==> config.mk <==
export PLATFORM = sky130hd
export DESIGN_NAME = nearest_color_classifier_flat
export DESIGN_NICKNAME = d
export VERILOG_FILES = /design/src/sv/ncc_pkg.sv /design/src/sv/ncc_if.sv /design/src/sv/nearest_color_classifier.sv /design/src/sv/ncc_dist.sv /design/src/sv/ncc_select.sv /design/src/flat_wrapper.sv
export SDC_FILE = /design/constraint.sdc
export NUM_CORES = 1
export LEC_CHECK = 0
export BUFFER_PORTS_ARGS = -buffer_cell sky130_fd_sc_hd__buf_4
export CORE_MARGIN = 2
export CORE_UTILIZATION = 40
export CTS_CLUSTER_DIAMETER = 100
export CTS_CLUSTER_SIZE = 10
export DETAILED_ROUTE_END_ITERATION = 8
export PLACE_DENSITY = 0.52
export SLEW_MARGIN = 20
export SYNTH_ARGS = -nofsm -noshare
export SYNTH_HDL_FRONTEND = slang
export SYNTH_SLANG_ARGS = --single-unit
==> constraint.sdc <==
create_clock -name clk -period 18.1 [get_ports clk]
set_input_delay 1.81 -clock clk [delete_from_list [all_inputs] [get_ports clk]]
set_output_delay 1.81 -clock clk [all_outputs]
set_load 0.03 [all_outputs]
==> src/sv/ncc_pkg.sv <==
package ncc_pkg;

  // reference slots addressable on the configuration port
  localparam int REF_SLOTS      = 6;
  localparam int REF_PAIRS      = REF_SLOTS / 2;
  localparam int CFG_INDEX_BITS = 3;
  localparam int ID_BITS        = 3;
  localparam int LIMIT_BITS     = 10;

  localparam logic [LIMIT_BITS-1:0] LIMIT_RESET = LIMIT_BITS'(15);

  typedef enum logic [CFG_INDEX_BITS-1:0] {
    CFG_REF_COLOR_0 = 3'd0,
    CFG_REF_COLOR_1 = 3'd1,
    CFG_REF_COLOR_2 = 3'd2,
    CFG_REF_COLOR_3 = 3'd3,
    CFG_REF_COLOR_4 = 3'd4,
    CFG_REF_COLOR_5 = 3'd5,
    CFG_MATCH_LIMIT = 3'd6,
    CFG_FALLBACK_ID = 3'd7
  } cfg_index_t;

endpackage

==> src/sv/ncc_if.sv <==
interface ncc_sample_if #(
  parameter int CHANNEL_BITS = 8
);
  logic                    valid;
  logic                    ready;
  logic [CHANNEL_BITS-1:0] red;
  logic [CHANNEL_BITS-1:0] green;
  logic [CHANNEL_BITS-1:0] blue;

  modport source (output valid, output red, output green, output blue, input ready);
  modport sink   (input valid, input red, input green, input blue, output ready);
endinterface

interface ncc_result_if
  import ncc_pkg::*;
();
  logic               valid;
  logic               ready;
  logic [ID_BITS-1:0] color_id;
  logic               matched;

  modport source (output valid, output color_id, output matched, input ready);
  modport sink   (input valid, input color_id, input matched, output ready);
endinterface

==> src/sv/nearest_color_classifier.sv <==
// nearest colour classifier
// sample channel: one rgb sample per transfer (valid/ready), CHANNEL_BITS per colour.
// result channel: colour id of the nearest reference whose l1 distance is strictly
// below match_limit (lowest index on a tie), matched set; otherwise fallback_id with
// matched clear. exactly one result per sample, in order.
// configuration: cfg_write with cfg_index and cfg_data; indices 0 to 5 are the
// reference colours (red in the top channel), 6 is match_limit, 7 is fallback_id.
// write only while the pipeline is empty.
// pipeline: a sample passes four registered stages (abs differences, sum and limit
// compare, pair select, final select with output register) before its result is
// valid and can transfer.
// throughput: one sample per cycle while the result side keeps ready high.
// reset: empties the pipeline and holds sample ready low, references go to 0,
// match_limit to 15 and fallback_id to 0.
// stall: when result ready is low each stage holds its item; empty stages ahead
// still fill, and sample ready drops only once every stage is full. sample ready
// follows result ready through the stage chain in the same cycle.
module nearest_color_classifier
  import ncc_pkg::*;
#(
  parameter int NUM_REFS     = 6,
  parameter int CHANNEL_BITS = 8,
  localparam int CFG_BITS    = (3*CHANNEL_BITS > LIMIT_BITS) ? 3*CHANNEL_BITS : LIMIT_BITS,
  localparam int DIST_BITS   = CHANNEL_BITS + 2
) (
  input  logic                      clk,
  input  logic                      rst,
  ncc_sample_if.sink                sample,
  ncc_result_if.source              result,
  input  logic                      cfg_write,
  input  logic [CFG_INDEX_BITS-1:0] cfg_index,
  input  logic [CFG_BITS-1:0]       cfg_data
);

  logic [NUM_REFS-1:0][3*CHANNEL_BITS-1:0] ref_color;
  logic [LIMIT_BITS-1:0]                   match_limit;
  logic [ID_BITS-1:0]                      fallback_id;

  logic                                    mid_valid;
  logic                                    mid_ready;
  logic [NUM_REFS-1:0][DIST_BITS-1:0]      mid_dist;
  logic [NUM_REFS-1:0]                     mid_hit;

  always_ff @(posedge clk) begin
    if (rst) begin
      ref_color   <= '0;
      match_limit <= LIMIT_RESET;
      fallback_id <= '0;
    end else if (cfg_write) begin
      unique case (cfg_index_t'(cfg_index))
        CFG_REF_COLOR_0, CFG_REF_COLOR_1, CFG_REF_COLOR_2,
        CFG_REF_COLOR_3, CFG_REF_COLOR_4, CFG_REF_COLOR_5: begin
          // slots beyond NUM_REFS are never compared, so they keep no storage
          for (int i = 0; i < NUM_REFS; i++) begin
            if (cfg_index == CFG_INDEX_BITS'(i)) ref_color[i] <= cfg_data[3*CHANNEL_BITS-1:0];
          end
        end
        CFG_MATCH_LIMIT: match_limit <= cfg_data[LIMIT_BITS-1:0];
        CFG_FALLBACK_ID: fallback_id <= cfg_data[ID_BITS-1:0];
      endcase
    end
  end

  ncc_dist #(
    .NUM_REFS     (NUM_REFS),
    .CHANNEL_BITS (CHANNEL_BITS)
  ) u_dist (
    .clk         (clk),
    .rst         (rst),
    .in_valid    (sample.valid),
    .in_ready    (sample.ready),
    .red         (sample.red),
    .green       (sample.green),
    .blue        (sample.blue),
    .ref_color   (ref_color),
    .match_limit (match_limit),
    .out_valid   (mid_valid),
    .out_ready   (mid_ready),
    .out_dist    (mid_dist),
    .out_hit     (mid_hit)
  );

  ncc_select #(
    .NUM_REFS  (NUM_REFS),
    .DIST_BITS (DIST_BITS)
  ) u_select (
    .clk         (clk),
    .rst         (rst),
    .in_valid    (mid_valid),
    .in_ready    (mid_ready),
    .ref_dist    (mid_dist),
    .hit         (mid_hit),
    .fallback_id (fallback_id),
    .out_valid   (result.valid),
    .out_ready   (result.ready),
    .color_id    (result.color_id),
    .matched     (result.matched)
  );

endmodule

==> src/sv/ncc_dist.sv <==
module ncc_dist
  import ncc_pkg::*;
#(
  parameter int NUM_REFS     = 6,
  parameter int CHANNEL_BITS = 8,
  localparam int DIST_BITS   = CHANNEL_BITS + 2,
  localparam int CMP_BITS    = (DIST_BITS > LIMIT_BITS) ? DIST_BITS : LIMIT_BITS
) (
  input  logic                                       clk,
  input  logic                                       rst,
  input  logic                                       in_valid,
  output logic                                       in_ready,
  input  logic [CHANNEL_BITS-1:0]                    red,
  input  logic [CHANNEL_BITS-1:0]                    green,
  input  logic [CHANNEL_BITS-1:0]                    blue,
  input  logic [NUM_REFS-1:0][3*CHANNEL_BITS-1:0]    ref_color,
  input  logic [LIMIT_BITS-1:0]                      match_limit,
  output logic                                       out_valid,
  input  logic                                       out_ready,
  output logic [NUM_REFS-1:0][DIST_BITS-1:0]         out_dist,
  output logic [NUM_REFS-1:0]                        out_hit
);

  logic                                          s1_valid;
  logic                                          s1_ready;
  logic [NUM_REFS-1:0][2:0][CHANNEL_BITS-1:0]    s1_diff;
  logic [NUM_REFS-1:0][2:0][CHANNEL_BITS-1:0]    s1_diff_next;

  logic                                          s2_valid;
  logic                                          s2_ready;
  logic [NUM_REFS-1:0][DIST_BITS-1:0]            s2_dist;
  logic [NUM_REFS-1:0][DIST_BITS-1:0]            s2_dist_next;
  logic [NUM_REFS-1:0]                           s2_hit;
  logic [NUM_REFS-1:0]                           s2_hit_next;

  // a stage takes new data when empty or when its content moves on
  assign s2_ready = !s2_valid || out_ready;
  assign s1_ready = !s1_valid || s2_ready;
  // no transfer while reset is held
  assign in_ready = s1_ready && !rst;

  // stage 1: per channel absolute differences
  always_comb begin
    logic [2:0][CHANNEL_BITS-1:0] smp;
    logic [2:0][CHANNEL_BITS-1:0] rc;
    smp = {red, green, blue};
    for (int i = 0; i < NUM_REFS; i++) begin
      rc = ref_color[i];
      for (int c = 0; c < 3; c++) begin
        s1_diff_next[i][c] = (smp[c] > rc[c]) ? (smp[c] - rc[c]) : (rc[c] - smp[c]);
      end
    end
  end

  // stage 2: l1 sum and limit compare
  always_comb begin
    for (int i = 0; i < NUM_REFS; i++) begin
      s2_dist_next[i] = DIST_BITS'(s1_diff[i][0]) + DIST_BITS'(s1_diff[i][1])
                      + DIST_BITS'(s1_diff[i][2]);
      s2_hit_next[i]  = CMP_BITS'(s2_dist_next[i]) < CMP_BITS'(match_limit);
    end
  end

  always_ff @(posedge clk) begin
    if (rst) begin
      s1_valid <= 1'b0;
      s2_valid <= 1'b0;
    end else begin
      if (s1_ready) s1_valid <= in_valid;
      if (s2_ready) s2_valid <= s1_valid;
    end
  end

  always_ff @(posedge clk) begin
    if (s1_ready && in_valid) s1_diff <= s1_diff_next;
    if (s2_ready && s1_valid) begin
      s2_dist <= s2_dist_next;
      s2_hit  <= s2_hit_next;
    end
  end

  assign out_valid = s2_valid;
  assign out_dist  = s2_dist;
  assign out_hit   = s2_hit;

endmodule

==> src/sv/ncc_select.sv <==
module ncc_select
  import ncc_pkg::*;
#(
  parameter int NUM_REFS  = 6,
  parameter int DIST_BITS = 10
) (
  input  logic                               clk,
  input  logic                               rst,
  input  logic                               in_valid,
  output logic                               in_ready,
  input  logic [NUM_REFS-1:0][DIST_BITS-1:0] ref_dist,
  input  logic [NUM_REFS-1:0]                hit,
  input  logic [ID_BITS-1:0]                 fallback_id,
  output logic                               out_valid,
  input  logic                               out_ready,
  output logic [ID_BITS-1:0]                 color_id,
  output logic                               matched
);

  logic [REF_SLOTS-1:0][DIST_BITS-1:0] pad_dist;
  logic [REF_SLOTS-1:0]                pad_hit;

  logic                                s3_valid;
  logic                                s3_ready;
  logic [REF_PAIRS-1:0]                s3_found;
  logic [REF_PAIRS-1:0]                s3_found_next;
  logic [REF_PAIRS-1:0][DIST_BITS-1:0] s3_dist;
  logic [REF_PAIRS-1:0][DIST_BITS-1:0] s3_dist_next;
  logic [REF_PAIRS-1:0][ID_BITS-1:0]   s3_id;
  logic [REF_PAIRS-1:0][ID_BITS-1:0]   s3_id_next;

  logic                                s4_ready;
  logic [ID_BITS-1:0]                  color_id_next;
  logic                                matched_next;

  // unused slots never qualify
  for (genvar i = 0; i < REF_SLOTS; i++) begin : g_pad
    if (i < NUM_REFS) begin : g_used
      assign pad_dist[i] = ref_dist[i];
      assign pad_hit[i]  = hit[i];
    end else begin : g_unused
      assign pad_dist[i] = '0;
      assign pad_hit[i]  = 1'b0;
    end
  end

  assign s4_ready = !out_valid || out_ready;
  assign s3_ready = !s3_valid || s4_ready;
  assign in_ready = s3_ready;

  // stage 3: pairwise winners, lower index kept on a tie
  always_comb begin
    logic take_lo;
    for (int p = 0; p < REF_PAIRS; p++) begin
      take_lo = pad_hit[2*p] && (!pad_hit[2*p+1] || pad_dist[2*p] <= pad_dist[2*p+1]);
      s3_found_next[p] = pad_hit[2*p] || pad_hit[2*p+1];
      s3_dist_next[p]  = take_lo ? pad_dist[2*p] : pad_dist[2*p+1];
      s3_id_next[p]    = take_lo ? ID_BITS'(2*p) : ID_BITS'(2*p+1);
    end
  end

  // stage 4: fold the pair winners in index order
  always_comb begin
    logic                 found;
    logic [DIST_BITS-1:0] best_dist;
    logic [ID_BITS-1:0]   best_id;
    found     = 1'b0;
    best_dist = '0;
    best_id   = '0;
    for (int p = 0; p < REF_PAIRS; p++) begin
      if (s3_found[p] && (!found || s3_dist[p] < best_dist)) begin
        found     = 1'b1;
        best_dist = s3_dist[p];
        best_id   = s3_id[p];
      end
    end
    matched_next  = found;
    color_id_next = found ? best_id : fallback_id;
  end

  always_ff @(posedge clk) begin
    if (rst) begin
      s3_valid  <= 1'b0;
      out_valid <= 1'b0;
    end else begin
      if (s3_ready) s3_valid  <= in_valid;
      if (s4_ready) out_valid <= s3_valid;
    end
  end

  always_ff @(posedge clk) begin
    if (s3_ready && in_valid) begin
      s3_found <= s3_found_next;
      s3_dist  <= s3_dist_next;
      s3_id    <= s3_id_next;
    end
    if (s4_ready && s3_valid) begin
      color_id <= color_id_next;
      matched  <= matched_next;
    end
  end

endmodule

==> src/flat_wrapper.sv <==
// flat-port wrapper written by rule: the top's interface ports become plain ports
module nearest_color_classifier_flat import ncc_pkg::*;
#(
  parameter int NUM_REFS     = 6,
  parameter int CHANNEL_BITS = 8,
  localparam int CFG_BITS    = (3*CHANNEL_BITS > LIMIT_BITS) ? 3*CHANNEL_BITS : LIMIT_BITS,
  localparam int DIST_BITS   = CHANNEL_BITS + 2
)
  (clk, rst, cfg_write, cfg_index, cfg_data, sample_valid, sample_red, sample_green, sample_blue, sample_ready, result_valid, result_color_id, result_matched, result_ready);
  ncc_sample_if #(.CHANNEL_BITS(CHANNEL_BITS)) sample_i ();
  ncc_result_if result_i ();
  input  logic clk;
  input  logic rst;
  input  logic cfg_write;
  input  logic [CFG_INDEX_BITS-1:0] cfg_index;
  input  logic [CFG_BITS-1:0] cfg_data;
  input wire logic [$bits(sample_i.valid)-1:0] sample_valid;
  input wire logic [$bits(sample_i.red)-1:0] sample_red;
  input wire logic [$bits(sample_i.green)-1:0] sample_green;
  input wire logic [$bits(sample_i.blue)-1:0] sample_blue;
  output wire logic [$bits(sample_i.ready)-1:0] sample_ready;
  output wire logic [$bits(result_i.valid)-1:0] result_valid;
  output wire logic [$bits(result_i.color_id)-1:0] result_color_id;
  output wire logic [$bits(result_i.matched)-1:0] result_matched;
  input wire logic [$bits(result_i.ready)-1:0] result_ready;
  assign sample_i.valid = sample_valid;
  assign sample_i.red = sample_red;
  assign sample_i.green = sample_green;
  assign sample_i.blue = sample_blue;
  assign sample_ready = sample_i.ready;
  assign result_valid = result_i.valid;
  assign result_color_id = result_i.color_id;
  assign result_matched = result_i.matched;
  assign result_i.ready = result_ready;
  nearest_color_classifier #(.NUM_REFS(NUM_REFS), .CHANNEL_BITS(CHANNEL_BITS)) u_core (.clk(clk), .rst(rst), .sample(sample_i), .result(result_i), .cfg_write(cfg_write), .cfg_index(cfg_index), .cfg_data(cfg_data));
endmodule
; ---- Word-level counts from Yosys, hierarchy flattened
; Index checks and enable logic that the tools add are counted.
[word_totals]
inputBits = 56
word_cells = 205
register_bits = 417
out_inout_bits = 6
[op_classes]
order_cmp = 29
n_eq_ne = 7
addsub = 48
reduce_logical = 42
n_mux = 33
[op_table]
columns = operator, count
row1 = $sub 8x8->8, 36
row2 = $gt 8x8->1, 18
row3 = $mux 8, 18
row4 = $lt 10x10->1, 8
row5 = $add 9x8->10, 6
row6 = $add 8x8->9, 6
row7 = $mux 10, 5
row8 = $le 10x10->1, 3
row9 = $reduce_and 3->1, 6
row10 = $eq 3x3->1 const B, 4
row11 = $logic_or 1x1->1, 12
row12 = $mux 3, 4
row13 = $logic_and 1x1->1, 10
row14 = $logic_not 1->1, 10
row15 = $eq 3x2->1 const B, 2
row16 = $mux 1, 6
row17 = $reduce_or 6->1, 1
row18 = $reduce_and 2->1, 2
row19 = $eq 3x1->1 const B, 1
row20 = $logic_not 3->1, 1

; ---- Depth between registers and ports, before layout
[depth]
word_depth = 10
ltp_mapped = 18
mapped_depth_nobuf = 17

; ---- Cells and area by module
; Synthesis repeated with hierarchy kept, for this count alone.
[hier_totals]
hier_cells = 2979
hier_area_um2 = 31310.0
[modules_own_cells]
columns = mod, seq_area_each_um2, cells_per_inst, area_each_um2, instances
row1 = ncc_dist, 6346.1, 2136, 21947.3, 1
row2 = nearest_color_classifier, 3143.0, 552, 6180.9, 1
row3 = ncc_select, 1241.2, 291, 3181.8, 1

; ---- Worst setup path after synthesis
; Ideal clock, no wire load.
[synth_timing]
path_type = input to register
startpoint = input port result_ready
endpoint = register u_core.u_dist.s1_diff[0] (netlist name) (enable)
n_path_buf = 0
cell_stages = 3
t_arrival_ps = 12505
required_time_ps = 17231
setup_slack_ps = 4726
setup_time_ps = 869
cell_sequence = nor2b_1 > and3_1 > a21boi_0
[synth_between]
elab_chain_len = 5
[synth_rtl]
columns = item, line
row1 = from (decl), flat_wrapper.sv:25  ; input wire logic [$bits(result_i.ready)-1:0] result_ready;
row2 = $logic_or 1x1->1, ncc_select.sv:47  ; assign s4_ready = !out_valid || out_ready;
row3 = $logic_or 1x1->1, ncc_select.sv:48  ; assign s3_ready = !s3_valid || s4_ready;
row4 = $logic_or 1x1->1, ncc_dist.sv:37  ; assign s2_ready = !s2_valid || out_ready;
row5 = $logic_or 1x1->1, ncc_dist.sv:38  ; assign s1_ready = !s1_valid || s2_ready;
row6 = $logic_and 1x1->1, ncc_dist.sv:75  ; if (s1_ready && in_valid) s1_diff <= s1_diff_next;
row7 = to (signal assigned), ncc_dist.sv:75
row8 = to (decl), ncc_dist.sv:26  ; logic [NUM_REFS-1:0][2:0][CHANNEL_BITS-1:0] s1_diff;
; No other way between the ends.
; A chain may end at the register's enable or synchronous reset.

; ---- Worst setup path in the final report
[layout_timing]
startpoint = input port result_ready
endpoint = output port sample_ready
[layout_between]
elab_chain_len = 5
[layout_rtl]
columns = item, line
row1 = $logic_or 1x1->1, ncc_select.sv:47
row2 = $logic_or 1x1->1, ncc_select.sv:48
row3 = $logic_or 1x1->1, ncc_dist.sv:37
row4 = $logic_or 1x1->1, ncc_dist.sv:38
row5 = $logic_and 1x1->1, ncc_dist.sv:40  ; assign in_ready = s1_ready && !rst;
row6 = to (decl), flat_wrapper.sv:21  ; output wire logic [$bits(sample_i.ready)-1:0] sample_ready;
; No other way between the ends.

==> flow_summary_export.csv <==
group,metric,value,unit
worst_setup_path,path_depth,5,
worst_setup_path,slowest_delay,0.46,ns
final_layout,drive_gt1_share,6.65,%
global_route,grt_usage,24.7,%
worst_setup_path,crit_arrival,3.09,ns
clock_network,cts_resized,0,
drt,wire_per_inst,23.0,um
global_route,overflow,0,
drt,num_vias,21745,
place,io_buffers,61,
drt,via_per_inst,5.40,
worst_hold_path,holdCritPathClass,"flop to flop",
clock_network,cts_tree,"built",
power_and_ir_drop,power.leakage,0.0132,uW
worst_setup_path,path_cells,"buf_4, nor2b_1, and3_1, a21oi_1, buf_4",
sta,fin_crit_sh,27.1,%
yosys,synth_area,29300,um2
clock_network,numCtsBuffers,47,
sta,setup_viol,0,
worst_setup_path,path_common_cell,"buf_4",
yosys,yosysSeqAreaShare,36.6,%
drt,drt-total-wl,92.9,mm
sta,fin_skew,0.0249,ns
floorplan,die_area,75400,um2
sta,timing.hold.ws,0.455,ns
yosys,ys_types,54,
worst_setup_path,path_max_fanout,5,
status,status,"completed",
clock_network,postCtsSetupBuffers,0,
place,place_worst_setup_slack,13.10,ns
global_route,grt_first_pass_wirelength,137,mm
yosys,syn-instance-count,2983,
floorplan,pin_count,62,
clock_network,cts_root_buffer,"clkbuf_16",
sta,period_needed,4.90,ns
final_layout,multi_input_area,17000,um2
clock_network,htree_levels,2,
final_layout,design_area,32300,um2
job,cap_viol_max_count,0,
sta,tns,0,ns
global_route,antenna_found_initial,3,
clock_network,clk_pin_slew,0.06,ns
worst_setup_path,critPathBufInv,2,
worst_setup_path,path_delay_family,"simple AND/OR/NAND/NOR gates",
final_layout,area_growth,10.2,%
yosys,syn_area_per_cell,9.82,um2
sta,drv_slew,0,
place,gp_congestion,0.887,
yosys,synthArstFlopShare,0,%
floorplan,die_x,275,um
worst_hold_path,holdPathStages,2,
global_route,grt_max_degree,91,
sta,worst_pin_slew,0.997,ns
worst_setup_path,worstSetupEndpointType,"primary output",
drt,ant_nets,0,
drt,drt_first_iter_violations,1410,
drt,dr.pass1.iters,5,
drt,drc,0,
yosys,synth_edf_count,250,
worst_setup_path,critPathKind,"input pin to primary output",
power_and_ir_drop,ir_drop,0.0662,mV
worst_setup_path,cp_slowest_cell,"nor2b_1",
final_layout,fillers,6899,
yosys,syn_nets,3543,
worst_setup_path,critPathLaunchType,"input pin",
sta,rsz0062_at_grt,"no",
floorplan,rows,99,
clock_network,postCtsHoldBufs,0,
sta,relSlewSlack,32.8,%
sta,max_clock_freq,204,MHz
yosys,synth_seq_cells,411,
place,dp_hpwl,71.2,mm
place,dpl_cell_area,30800,um2
yosys,synth_flop_cell,"edfxtp_1",
final_layout,layout.area.seq,10700,um2
clock_network,cts_buffer_depth,3,
sta,hold_viol,0,
worst_setup_path,cp.required,16.29,ns
floorplan,core_area,72700,um2
floorplan,start_util,40.3,%
final_layout,nets,3594,
floorplan,die_h,275,um
sta,setup_ws,13.20,ns
power_and_ir_drop,power.density,101,nW/um2
clock_network,insertion_delay,0.58,ns
final_layout,finalNonFillerCells,4030,
worst_setup_path,reg2regPathDepth,16,
clock_network,clock-sinks,411,
yosys,yosysWarningCount,0,
place,dp.cells,3942,
global_route,grt_pass1_vias,21397,
==> final cells by class <==
type                    instances  area share [%]
well taps                     959            3.72
clock inverters                 1          0.0271
diodes                          3          0.0233
flip-flops and latches        411            33.2
clock buffers                  82            4.21
inverters                     344            4.00
multi-input cells            2152            52.8
repair buffers                 78            1.95
==> layer usage <==
metal / GRT usage, % / vias up / part of all wire (%)
met3: 2.52 / 112 / 4.6
met2: 41.7 / 511 / 47
met5: 0 / - / 0
li1: - / 10438 / -
met4: 6.62 / 0 / 2.6
met1: 33.7 / 10684 / 46
==> cells in the final DEF, fill, tap and decap left out, drive strengths merged, types with 28 or more instances in the layout <==
cell type	n
ha	414
nand2	353
a21oi	352
inv	344
edfxtp	250
dfxtp	161
o21ai	110
mux2i	100
fa	90
clkbuf	82
nor2	79
a21o	78
xnor2	78
buf	78
xor2	66
nor2b	50
nand2b	44
nor3	38
o21a	37
mux2	32
o21bai	28
==> per-stage QoR <==
step | utilization, % | power [uW]
2_1_floorplan | - | 2020
3_3_place_gp | 42.4 | 2360
3_5_place_dp | 42.4 | 2400
4_1_cts | 44.3 | 3310
5_1_grt | 44.4 | 3490
6_report | 44.4 | 3280
==> state kept, by name, indices dropped and copies added, names as in the netlist <==
| name | cells |
|---|---|
| u_core.u_dist.out_dist | 60 |
| u_core.u_dist.out_valid | 1 |
| u_core.match_limit | 10 |
| u_core.u_select.s3_id | 3 |
| u_core.u_select.out_valid | 1 |
| u_core.u_dist.out_hit | 6 |
| u_core.u_dist.s1_valid | 1 |
| u_core.ref_color | 144 |
| u_core.u_dist.s1_diff | 144 |
| u_core.u_select.color_id | 3 |
| u_core.fallback_id | 3 |
| u_core.u_select.s3_valid | 1 |
| u_core.u_select.s3_found | 3 |
| u_core.u_select.s3_dist | 30 |
| u_core.u_select.matched | 1 |
==> synth_stat cells (all sizes together), types with 44 or more instances <==
library cell	number	area, um2
xor2	66	578
ha	414	5180
dfxtp	161	3220
edfxtp	250	7510
nand2b	44	275
nand2	353	1330
fa	90	1800
clkbuf	70	263
o21ai	110	592
mux2i	100	1000
a21o	78	586
nor2	79	297
a21oi	352	1770
nor2b	50	313
inv	343	1290
xnor2	78	683
==> worst register-to-register path: stages (launching register included) <==
cell and delay (ns):
edfxtp_1 0.68, nand2_1 0.26, ha_1 0.40, nand4_1 0.13, nor3_1 0.25, a211oi_2 0.13
a21oi_1 0.17, clkinv_1 0.42, a21oi_1 0.42, ha_1 0.31, a21o_1 0.17, a211oi_1 0.23
o21bai_1 0.10, a21oi_1 0.20, nor2_1 0.06, a211o_1 0.27, a22o_1 0.20
==> cells by family after synthesis <==
kind of cell,count (synthesis),share of synthesized area [%]
multiplexers,132,4.65
flip-flops,411,36.6
AND/OR/NAND/NOR,648,10.2
AO/OA/AOI/OAI,724,14.9
buffers and inverters,420,5.41
adder cells (fa/ha/maj),504,23.8
XOR/XNOR,144,4.31
==> path summary, 6_finish.rpt <==
path,start,endpoint,slack (ns)
min,u_core.ref_color[47],u_core.ref_color[47],0.46
max,result_ready,sample_ready,13.20
max reg2reg,u_core.u_select.s3_found[0],u_core.u_select.color_id[1],13.44
min reg2reg,u_core.ref_color[47],u_core.ref_color[47],0.46
==> power by group <==
group	total (uW)	leakage [uW]	switching (uW)	internal, uW
combinational	1140	0.00884	653	485
sequential	1240	0.00370	81.8	1160
clock	894	0.000653	389	505
total	3280	0.0132	1120	2150
No activity file was read; power rests on OpenSTA's default activity.
